==> src/sv/ipdp_pkg.sv <==
// ----------------------------------------------------------------------------
// ipdp_pkg
// shared types, character codes and result record for the ipd frame parser
// ----------------------------------------------------------------------------
`default_nettype none

package ipdp_pkg;

  // result kinds
  typedef enum logic [1:0] {
    KIND_DATA       = 2'd0,
    KIND_LINK_REG   = 2'd1,
    KIND_TABLE_FULL = 2'd2,
    KIND_EMPTY      = 2'd3
  } kind_e;

  // request kinds
  typedef enum logic {
    OP_RX_BYTE  = 1'b0,
    OP_REG_LINK = 1'b1
  } op_e;

  localparam logic [7:0] CHAR_NUL   = 8'h00;
  localparam logic [7:0] CHAR_PLUS  = 8'h2B;
  localparam logic [7:0] CHAR_COLON = 8'h3A;
  localparam logic [7:0] CHAR_ZERO  = 8'h30;
  localparam logic [7:0] DIGIT_MAX  = 8'd9;

  // link table entry: address in the upper bits, remote port below
  localparam int unsigned TBL_W = 48;

  // expected header word after the plus sign
  function automatic logic [7:0] hdr_char(input logic [1:0] pos);
    logic [7:0] c;
    case (pos)
      2'd0:    c = 8'h49;  // I
      2'd1:    c = 8'h50;  // P
      2'd2:    c = 8'h44;  // D
      default: c = 8'h2C;  // comma
    endcase
    return c;
  endfunction

  // one result travelling down the pipe
  typedef struct packed {
    logic        valid;
    kind_e       kind;
    logic [7:0]  data_byte;
    logic [3:0]  link_id;
    logic        link_valid;
    logic        use_tbl;
    logic [31:0] addr;
    logic [15:0] port;
    logic [15:0] frame_len;
    logic        last;
  } res_t;

endpackage

`default_nettype wire

==> src/sv/ipdp_ram.sv <==
// ----------------------------------------------------------------------------
// ipdp_ram
// generic single write port, single read port ram with registered read
// ----------------------------------------------------------------------------
`default_nettype none

module ipdp_ram #(
  parameter int unsigned WIDTH = 48,
  parameter int unsigned DEPTH = 16
) (
  input  wire logic                     clk_i,
  input  wire logic                     we_i,
  input  wire logic [$clog2(DEPTH)-1:0] waddr_i,
  input  wire logic [WIDTH-1:0]         wdata_i,
  input  wire logic                     re_i,
  input  wire logic [$clog2(DEPTH)-1:0] raddr_i,
  output logic      [WIDTH-1:0]         rdata_o
);

  logic [WIDTH-1:0] mem_q [DEPTH];

  always_ff @(posedge clk_i) begin
    if (we_i) begin
      mem_q[waddr_i] <= wdata_i;
    end
    if (re_i) begin
      rdata_o <= mem_q[raddr_i];
    end
  end

endmodule

`default_nettype wire

==> src/sv/ipdp_parser.sv <==
// ----------------------------------------------------------------------------
// ipdp_parser
// byte-wide frame parser and link registration, issues link table accesses
// ----------------------------------------------------------------------------
`default_nettype none

module ipdp_parser #(
  parameter int unsigned LINK_ENTRIES = 16
) (
  input  wire logic                            clk_i,
  input  wire logic                            rst_ni,
  input  wire logic                            accept_i,
  input  wire logic                            op_i,
  input  wire logic [7:0]                      rx_byte_i,
  input  wire logic [31:0]                     link_addr_i,
  input  wire logic [15:0]                     link_rport_i,
  output ipdp_pkg::res_t                       res_o,
  output logic                                 ram_we_o,
  output logic      [$clog2(LINK_ENTRIES)-1:0] ram_waddr_o,
  output logic      [ipdp_pkg::TBL_W-1:0]      ram_wdata_o,
  output logic                                 ram_re_o,
  output logic      [$clog2(LINK_ENTRIES)-1:0] ram_raddr_o
);

  localparam int unsigned AW   = $clog2(LINK_ENTRIES);
  localparam int unsigned CntW = $clog2(LINK_ENTRIES + 1);

  typedef enum logic [2:0] {
    PH_HUNT  = 3'd0,
    PH_MATCH = 3'd1,
    PH_DRAIN = 3'd2,
    PH_LINK  = 3'd3,
    PH_SKIP  = 3'd4,
    PH_LEN   = 3'd5,
    PH_DATA  = 3'd6
  } phase_e;

  phase_e            phase_q, phase_d;
  logic [1:0]        match_pos_q, match_pos_d;
  logic [3:0]        cur_link_q, cur_link_d;
  logic              link_ok_q, link_ok_d;
  logic [15:0]       len_q, len_d;
  logic [15:0]       bytes_left_q, bytes_left_d;
  logic [CntW-1:0]   next_link_q, next_link_d;

  logic [7:0]        digit;
  logic              is_digit;
  logic              tbl_hit;
  logic              tbl_full;
  logic [15:0]       bl_dec;
  logic [15:0]       len_next;
  ipdp_pkg::res_t    res;

  always_comb begin
    phase_d      = phase_q;
    match_pos_d  = match_pos_q;
    cur_link_d   = cur_link_q;
    link_ok_d    = link_ok_q;
    len_d        = len_q;
    bytes_left_d = bytes_left_q;
    next_link_d  = next_link_q;
    ram_we_o     = 1'b0;
    ram_re_o     = 1'b0;

    digit    = rx_byte_i - ipdp_pkg::CHAR_ZERO;
    is_digit = (digit <= ipdp_pkg::DIGIT_MAX);
    tbl_hit  = link_ok_q && (CntW'(cur_link_q) < next_link_q);
    tbl_full = (next_link_q == CntW'(LINK_ENTRIES));
    bl_dec   = bytes_left_q - 16'd1;
    // times ten as two shifts
    len_next = {len_q[12:0], 3'b000} + {len_q[14:0], 1'b0} + {8'd0, digit};

    // frame result fields, kind and payload set per case
    res            = '0;
    res.kind       = ipdp_pkg::KIND_DATA;
    res.link_id    = cur_link_q;
    res.link_valid = link_ok_q;
    res.use_tbl    = tbl_hit;
    res.frame_len  = len_q;

    if (accept_i) begin
      if (op_i == ipdp_pkg::OP_REG_LINK) begin
        res       = '0;
        res.valid = 1'b1;
        if (tbl_full) begin
          res.kind = ipdp_pkg::KIND_TABLE_FULL;
        end else begin
          res.kind       = ipdp_pkg::KIND_LINK_REG;
          res.link_id    = next_link_q[3:0];
          res.link_valid = 1'b1;
          res.addr       = link_addr_i;
          res.port       = link_rport_i;
          ram_we_o       = 1'b1;
          next_link_d    = next_link_q + CntW'(1);
        end
      end else if (rx_byte_i != ipdp_pkg::CHAR_NUL) begin
        unique case (phase_q)
          PH_HUNT: begin
            if (rx_byte_i == ipdp_pkg::CHAR_PLUS) begin
              phase_d     = PH_MATCH;
              match_pos_d = 2'd0;
            end
          end
          PH_MATCH, PH_DRAIN: begin
            if (phase_q == PH_MATCH &&
                rx_byte_i != ipdp_pkg::hdr_char(match_pos_q)) begin
              phase_d = PH_DRAIN;
            end
            if (match_pos_q == 2'd3) begin
              phase_d     = (phase_d == PH_MATCH) ? PH_LINK : PH_HUNT;
              match_pos_d = 2'd0;
            end else begin
              match_pos_d = match_pos_q + 2'd1;
            end
          end
          PH_LINK: begin
            cur_link_d = digit[3:0];
            link_ok_d  = is_digit;
            phase_d    = PH_SKIP;
          end
          PH_SKIP: begin
            len_d   = 16'd0;
            phase_d = PH_LEN;
          end
          PH_LEN: begin
            if (rx_byte_i == ipdp_pkg::CHAR_COLON) begin
              if (len_q == 16'd0) begin
                phase_d   = PH_HUNT;
                res.valid = 1'b1;
                res.kind  = ipdp_pkg::KIND_EMPTY;
                res.last  = 1'b1;
                ram_re_o  = tbl_hit;
              end else begin
                bytes_left_d = len_q;
                phase_d      = PH_DATA;
              end
            end else if (!is_digit) begin
              phase_d = PH_HUNT;
            end else begin
              len_d = len_next;
            end
          end
          PH_DATA: begin
            bytes_left_d  = bl_dec;
            res.valid     = 1'b1;
            res.data_byte = rx_byte_i;
            res.last      = (bl_dec == 16'd0);
            ram_re_o      = tbl_hit;
            if (bl_dec == 16'd0) begin
              phase_d = PH_HUNT;
            end
          end
          default: begin
            phase_d = PH_HUNT;
          end
        endcase
      end
    end
  end

  assign res_o       = res;
  assign ram_waddr_o = next_link_q[AW-1:0];
  assign ram_wdata_o = {link_addr_i, link_rport_i};
  assign ram_raddr_o = AW'(cur_link_q);

  always_ff @(posedge clk_i or negedge rst_ni) begin
    if (!rst_ni) begin
      phase_q      <= PH_HUNT;
      match_pos_q  <= 2'd0;
      cur_link_q   <= 4'd0;
      link_ok_q    <= 1'b0;
      len_q        <= 16'd0;
      bytes_left_q <= 16'd0;
      next_link_q  <= '0;
    end else begin
      phase_q      <= phase_d;
      match_pos_q  <= match_pos_d;
      cur_link_q   <= cur_link_d;
      link_ok_q    <= link_ok_d;
      len_q        <= len_d;
      bytes_left_q <= bytes_left_d;
      next_link_q  <= next_link_d;
    end
  end

endmodule

`default_nettype wire

==> src/sv/at_ipd_frame_parser_core.sv <==
// ----------------------------------------------------------------------------
// at_ipd_frame_parser_core
// receive-side parser for +IPD,<link>,<length>:<payload> modem frames with a
// link table of registered addresses and remote ports
// ----------------------------------------------------------------------------
//
//  channel | direction | handshake                 | payload
//  --------+-----------+---------------------------+------------------------------
//  in      | to core   | in_valid_i / in_stall_o   | op, rx_byte, link_addr,
//          |           |                           | link_rport
//  out     | from core | out_valid_o / out_stall_i | kind, data_byte, link_id,
//          |           |                           | link_valid, src_addr, peer_port,
//          |           |                           | frame_len, last
//
//  one request per cycle is taken while in_stall_o is low; the parser state
//  updates in the cycle the request is accepted, and the link table is read or
//  written in that cycle; a result then passes the stage one register, beside
//  the registered ram read port, and then the output register
//  reset clears the parser, the fill count and the pipe valids; no clearing
//  pass is needed, entries at or above the fill count read as zero
//  a stalled output holds the pipe; requests keep flowing while either pipe
//  stage has room
// ----------------------------------------------------------------------------
`default_nettype none

module at_ipd_frame_parser_core #(
  parameter int unsigned LINK_ENTRIES = 16
) (
  input  wire logic        clk_i,
  input  wire logic        rst_ni,
  // request channel
  input  wire logic        in_valid_i,
  output logic             in_stall_o,
  input  wire logic        op_i,
  input  wire logic [7:0]  rx_byte_i,
  input  wire logic [31:0] link_addr_i,
  input  wire logic [15:0] link_rport_i,
  // result channel
  output logic             out_valid_o,
  input  wire logic        out_stall_i,
  output logic      [1:0]  kind_o,
  output logic      [7:0]  data_byte_o,
  output logic      [3:0]  link_id_o,
  output logic             link_valid_o,
  output logic      [31:0] src_addr_o,
  output logic      [15:0] peer_port_o,
  output logic      [15:0] frame_len_o,
  output logic             last_o
);

  localparam int unsigned AW = $clog2(LINK_ENTRIES);

  // parser to table
  ipdp_pkg::res_t                res_new;
  logic                          ram_we;
  logic [AW-1:0]                 ram_waddr;
  logic [ipdp_pkg::TBL_W-1:0]    ram_wdata;
  logic                          ram_re;
  logic [AW-1:0]                 ram_raddr;
  logic [ipdp_pkg::TBL_W-1:0]    ram_rdata;

  // pipe stages
  logic                          s1_valid_q, s1_valid_d;
  ipdp_pkg::res_t                s1_q;
  ipdp_pkg::res_t                s1_merged;
  logic                          out_valid_q, out_valid_d;
  ipdp_pkg::res_t                out_q;

  logic                          in_accept;
  logic                          s1_adv;
  logic                          out_take;

  // output register frees when empty or when the result is taken
  assign out_take   = !out_valid_q || !out_stall_i;
  assign s1_adv     = s1_valid_q && out_take;
  assign in_stall_o = s1_valid_q && !out_take;
  assign in_accept  = in_valid_i && !in_stall_o;

  ipdp_parser #(
    .LINK_ENTRIES (LINK_ENTRIES)
  ) u_parser (
    .clk_i        (clk_i),
    .rst_ni       (rst_ni),
    .accept_i     (in_accept),
    .op_i         (op_i),
    .rx_byte_i    (rx_byte_i),
    .link_addr_i  (link_addr_i),
    .link_rport_i (link_rport_i),
    .res_o        (res_new),
    .ram_we_o     (ram_we),
    .ram_waddr_o  (ram_waddr),
    .ram_wdata_o  (ram_wdata),
    .ram_re_o     (ram_re),
    .ram_raddr_o  (ram_raddr)
  );

  // link table, address above remote port
  ipdp_ram #(
    .WIDTH (ipdp_pkg::TBL_W),
    .DEPTH (LINK_ENTRIES)
  ) u_link_ram (
    .clk_i   (clk_i),
    .we_i    (ram_we),
    .waddr_i (ram_waddr),
    .wdata_i (ram_wdata),
    .re_i    (ram_re),
    .raddr_i (ram_raddr),
    .rdata_o (ram_rdata)
  );

  // stage valids
  always_comb begin
    s1_valid_d = s1_valid_q;
    if (in_accept) begin
      s1_valid_d = res_new.valid;
    end else if (s1_adv) begin
      s1_valid_d = 1'b0;
    end

    out_valid_d = out_valid_q;
    if (s1_adv) begin
      out_valid_d = 1'b1;
    end else if (out_take) begin
      out_valid_d = 1'b0;
    end
  end

  always_ff @(posedge clk_i or negedge rst_ni) begin
    if (!rst_ni) begin
      s1_valid_q  <= 1'b0;
      out_valid_q <= 1'b0;
    end else begin
      s1_valid_q  <= s1_valid_d;
      out_valid_q <= out_valid_d;
    end
  end

  // table data merged on the way out
  always_comb begin
    s1_merged = s1_q;
    if (s1_q.use_tbl) begin
      s1_merged.addr = ram_rdata[ipdp_pkg::TBL_W-1:16];
      s1_merged.port = ram_rdata[15:0];
    end
  end

  // payload registers
  always_ff @(posedge clk_i) begin
    if (in_accept) begin
      s1_q <= res_new;
    end
    if (s1_adv) begin
      out_q <= s1_merged;
    end
  end

  assign out_valid_o  = out_valid_q;
  assign kind_o       = out_q.kind;
  assign data_byte_o  = out_q.data_byte;
  assign link_id_o    = out_q.link_id;
  assign link_valid_o = out_q.link_valid;
  assign src_addr_o   = out_q.addr;
  assign peer_port_o  = out_q.port;
  assign frame_len_o  = out_q.frame_len;
  assign last_o       = out_q.last;

endmodule

`default_nettype wire

==> config.mk <==
export PLATFORM = sky130hd
export DESIGN_NAME = at_ipd_frame_parser_core
export DESIGN_NICKNAME = d
export VERILOG_FILES = /design/src/sv/ipdp_pkg.sv /design/src/sv/ipdp_ram.sv /design/src/sv/ipdp_parser.sv /design/src/sv/at_ipd_frame_parser_core.sv
export SDC_FILE = /design/constraint.sdc
export NUM_CORES = 1
export LEC_CHECK = 0
export ABC_AREA = 1
export BUFFER_PORTS_ARGS = -buffer_cell sky130_fd_sc_hd__buf_2
export CORE_MARGIN = 2
export CORE_UTILIZATION = 25
export CTS_CLUSTER_DIAMETER = 50
export CTS_CLUSTER_SIZE = 10
export DETAILED_ROUTE_END_ITERATION = 12
export HOLD_SLACK_MARGIN = 0.02
export PLACE_DENSITY = 0.39
export SLEW_MARGIN = 10
export SYNTH_ARGS = -nofsm -noshare
export SYNTH_HDL_FRONTEND = slang
export SYNTH_HIERARCHICAL = 1
export SYNTH_SLANG_ARGS = --single-unit
==> constraint.sdc <==
create_clock -name clk_i -period 5.64 [get_ports clk_i]
set_input_delay 0.564 -clock clk_i [delete_from_list [all_inputs] [get_ports clk_i]]
set_output_delay 0.564 -clock clk_i [all_outputs]
set_load 0.01 [all_outputs]
**Word-level counts from Yosys, hierarchy flattened**

Memories as Yosys holds them, arrays and structs flattened. A register that Yosys moved wholly into a read port is not among the register bits.
Index checks and enable logic that the tools add are counted.

- Register bits after elaboration: 210
- Bits in writable memories: 768
- Input bits: 61
- Output and inout bits: 82
- Word-level logic and storage cells: 147
- Memories: 1

Memories:

| name | depth | width | read ports | clocked after Yosys merged registers in | wr ports | line | source |
|---|---|---|---|---|---|---|---|
| u_link_ram.mem_q | 16 | 48 | 1 | 1 | 1 | ipdp_ram.sv:20 | `logic [WIDTH-1:0] mem_q [DEPTH];` |

- $add $sub $neg: 6
- Order comparisons: 2
- Eq/ne operators: 21
- Muxes and demuxes: 57
- Bitwise logic cells: 4
- Reductions and logical operators: 30

Operators by type and width:

| operator | number |
|---|---|
| $mux 48 | 2 |
| $mux 70 | 1 |
| $mux 16 | 4 |
| $pmux 16 s2 | 2 |
| $mux 8 | 5 |
| $mux 3 | 13 |
| $logic_not 16->1 | 2 |
| $mux 11 | 2 |
| $pmux 7 s3 | 1 |
| $pmux 3 s6 | 1 |
| $reduce_and 6->1 | 3 |
| $add 16x16->16 | 1 |
| $add 16x8->16 | 1 |
| $eq 8x6->1 const B | 2 |
| $mux 1 | 16 |
| $sub 16x1->16 const B | 1 |
| $mux 2 | 5 |
| $reduce_bool 2->1 | 5 |
| $eq 3x3->1 const B | 3 |
| $le 8x4->1 const B | 1 |
| $ne 2x1->1 const B | 4 |
| $ne 8x8->1 | 1 |
| $reduce_bool 8->1 | 1 |
| $sub 8x6->8 const B | 1 |
| other kinds (24) | 42 |

**Logic depth before layout (Yosys ltp)**

- Depth in word-level cells: 18
- Mapped depth: 17
- Gate-level depth less buffers: 17

**Cells and area by module**

Netlist, hierarchy kept.

Modules (own cells, without submodules):

| module | times used | cells each | area an instance (um^2) | seq. area each (um^2) |
|---|---|---|---|---|
| ipdp_ram | 1 | 3165 | 34469.3 | 24503.5 |
| at_ipd_frame_parser_core | 1 | 327 | 5599.1 | 4884.7 |
| ipdp_parser | 1 | 745 | 5028.6 | 1176.1 |

**Least setup slack after synthesis**

Ideal clock, no wire load.

- Path kind: input to register
- Start: input out_stall_i
- End: memory u_link_ram.mem_q[12][0] (enable)
- Library setup time: 454 ps
- Data arrival time: 5490 ps
- Required time: 5186 ps
- Path slack: -304 ps
- Stages: 7
- Buffers on the path: 0
- Cell sequence: nand3_1 > nand2_1 > inv_1 > nand2_1 > nor2_4 > nand3_1 > nor2_1

- Cells in the longest elaborated chain, start to end: 9

RTL lines:

| element | line | source |
|---|---|---|
| from (decl) | at_ipd_frame_parser_core.sv:40 | `input wire logic out_stall_i,` |
| $logic_not 1->1 | at_ipd_frame_parser_core.sv:74 | `assign out_take = !out_valid_q \|\| !out_stall_i;` |
| $logic_or 1x1->1 | at_ipd_frame_parser_core.sv:74 |  |
| $logic_not 1->1 | at_ipd_frame_parser_core.sv:76 | `assign in_stall_o = s1_valid_q && !out_take;` |
| $logic_and 1x1->1 | at_ipd_frame_parser_core.sv:76 |  |
| $logic_not 1->1 | at_ipd_frame_parser_core.sv:77 | `assign in_accept = in_valid_i && !in_stall_o;` |
| $logic_and 1x1->1 | at_ipd_frame_parser_core.sv:77 |  |
| via in_accept | at_ipd_frame_parser_core.sv:69 | `logic in_accept;` |
| $mux 1 | ipdp_parser.sv:81 | `if (accept_i) begin` |
| via ram_we | at_ipd_frame_parser_core.sv:55 | `logic ram_we;` |
| $mux 1 | ipdp_ram.sv:23 | `if (we_i) begin` |
| $mux 1 (implied by the code) | ipdp_ram.sv:24 | `mem_q[waddr_i] <= wdata_i;` |
| to (decl) | ipdp_ram.sv:20 |  |

The timed path passes the listed nets, and every way through them passes these cells.

**Worst setup path after layout**

- Start: input out_stall_i
- End: memory u_link_ram.mem_q[7][20] (enable)

Same word-level chain as after synthesis.

==> metrics <==
Tot Pwr between 20 and 25 mW; H-tree levels 4; # rows ~160; Area growth syn-to-layout 16.7%; I/O Buffers 142; TritonRoute pass-1 iters 5; Die Area 184000 um2; # hold bufs at CTS 3; CTS clk-pin slew, worst paths 0.05 ns; die width approximately 430 um; Avg Cell Area, Syn roughly 11 um2; crit start category primary input; Die Y roughly 430 um; fin nets between 4000 and 5000; Min-Delay Path Class in -> reg; Setup CP Type in -> reg; worst hold margin 0.177 ns; Worst R2R Path Depth 8; dpl hpwl 70200 um; Post-CTS Setup Inserts 0; routed length per instance 18.8 um; Lkg Pwr ~22 nW; vias in the first global route between 20000 and 30000; Yosys reg bits a little over 1000; clk sinks between 1000 and 1500; commonest non-fill, non-tap cell in the layout nand2_1; WP data required 6.08 ns; Vias 28400; reg-to-reg slack, setup 2.21 ns; I/O pin count about 140; post-CTS resize count 0; hold_sp link_addr_i[16]; fillcell total 18500; period utilisation layout 0.612; M1 GR Usage 0.174; max-cap violation count 0; Critical Path Source out_stall_i; DRT iter0 DRCs approximately 1700; cells after synthesis about 4200; RSZ-0062 raised after global routing no; Worst-Margin Slew roughly 1.1 ns; Starting Density 0.252; VDD IR-drop max around 0.00029 V; first-pass GRT wire length about 190000 um; initial antenna violation count 4; Final setup violation count 0; CTS tree built; GR Layer Usage met3 0.0247; clk_skew 0.0326 ns; endpoints failing hold 0; Netlist cell types 46; CTS buffer count 147; commonest cells after routing, fill and taps aside 1197 x nand2_1, 977 x edfxtp_1, 747 x inv_1, 607 x nand3_1, 149 x clkbuf_16; R2R Path Start out_valid_o$_DFFE_PN0P_; Post-Syn Area between 40000 and 50000 um2; CTS root buf clkbuf_16; Slowest-stage cell, CP nor2_4; critical-path cell list dlygate4sd3_1, buf_2, nand3_1, nand2_1, inv_4, nand2_1, nor2_4, nand3b_1, nor2_4, buf_12; Critical Path Sink Type flop; outcome finished clean; RR Endpoint u_link_ram/mem_q[7][20]$_DFFE_PP_; grt total ovfl 0; Critical Path Max Stage Delay around 0.87 ns; Critical Path Fanout Max 30; final worst path period need 3.45 ns; post-route ant nets 0; Synth top area share 0.651; register area share after synthesis 0.678; count of pins over their slew limit 0; gr usage total 0.138; grt peak-use layer met2; Hold Path Sink u_link_ram/mem_q[3][32]$_DFFE_PP_; Core ar. about 180000 um2; Via density between 4 and 5; Yosys top cell by area edfxtp_1; worst hold stages 1; Synthesis Warnings 6; utilization after layout 0.294; CP arrival between 3 and 4 ns; final WL 128000 um; Synth Net Count roughly 4300; Slew headroom 0.290; largest net degree at the start of global routing about 160; Final GP Congestion roughly 0.80; DRC errors left 0; layout cells sized above 1 0.107; power per cell area 474 nW/um2; Max Clk Rate a little under 300 MHz; Synth area leaders edfxtp_1 65%, nand2_1 10%, nand3_1 6.7%, inv_1 6.2%, dfrtp_1 2.7%; CTS Buffer Depth 3; GR Util met2 0.239; later-pin clock latency in the skew report around 0.79 ns
## stage by stage
stage	instance area [um2]	worst slack, ns	instances	setup TNS, ns
2_1_floorplan	45100	-0.304	4237	-214.57
3_3_place_gp	47800	2.03	6546	0
3_5_place_dp	47800	1.93	6546	0
4_1_cts	52600	2.18	6796	0
5_1_grt	52600	2.01	6796	0
6_report	52600	2.19	6797	0
## routing by layer
metal	up-vias	routed length (um)
li1	14000	-
met1	13900	56500
met2	424	63900
met3	197	4260
met4	2	2940
met5	-	11
## power by group
group	internal, mW	switching [mW]
clock	5.60	3.48
combinational	1.88	4.56
sequential	9.02	0.403
total	16.5	8.44
## cells in the mapped netlist (all sizes together)
cell       n
a21boi     2
a21oi     29
a31oi      2
and2       1
buf      200
clkbuf    37
clkinv     2
dfrtp     49
edfxtp   977
fa         6
ha        37
inv      761
nand2   1205
nand3    608
nand3b     5
nand4     10
nor2     148
nor3      20
o211ai     6
o21ai     99
o21bai     3
o22ai      7
o31ai      2
xnor2      6
xor2      15
## worst max-delay path by stage
stage / endpoint / slack (ns)
final: u_link_ram/mem_q[7][20]$_DFFE_PP_ / 2.19
after global routing: u_link_ram/mem_q[7][20]$_DFFE_PP_ / 2.01
after CTS: u_link_ram/mem_q[7][26]$_DFFE_PP_ / 2.18
after detailed placement: u_link_ram/mem_q[7][14]$_DFFE_PP_ / 1.93
after global placement: u_link_ram/mem_q[6][34]$_DFFE_PP_ / 2.03
after floorplan: u_link_ram/mem_q[12][0]$_DFFE_PP_ / -0.30
## area by class of cell
type | instances | area (um2) | share of cell area
antenna | 1 | 2.50 | 0.0000476
clock inverter | 69 | 892 | 0.0170
inverter | 763 | 2900 | 0.0551
multi-input combinational | 2211 | 10200 | 0.194
timing repair buffer | 194 | 1230 | 0.0234
tap | 2355 | 2950 | 0.0560
clock buffer | 178 | 3860 | 0.0733
sequential | 1026 | 30600 | 0.581
## worst max-delay path, delay by kind of cell
kind,cells,cell delay (ns)
buf+inv,4,1.16
simple gates,6,2.11
## cell families (layout without fill, tap and decap cells)
group | count (synthesis) | in the layout | synth area share
and+or+nand+nor | 1997 | 1997 | 0.187
other | 0 | 1 | 0
buffers and inverters | 1000 | 1204 | 0.0989
xor gates and xnor gates | 21 | 21 | 0.00408
DFF | 1026 | 1026 | 0.678
AOI/OAI and AO/OA | 150 | 150 | 0.0192
adders and majority gates | 43 | 43 | 0.0129
## sequential cells by signal (all words and copies together), names as in the netlist, 2 cells and up
signal,cells
u_link_ram/mem_q,768
u_parser/bytes_left_q,16
u_link_ram/rdata_o,48
u_parser/match_pos_q,2
link_id_o,4
data_byte_o,8
src_addr_o,32
u_parser/ram_raddr_o,4
s1_merged,33
kind_o,2
u_parser/len_q,16
peer_port_o,16
u_parser/phase_q,3
s1_q,48
frame_len_o,16
u_parser/next_link_q,5
(Power assumes the default switching activity.)
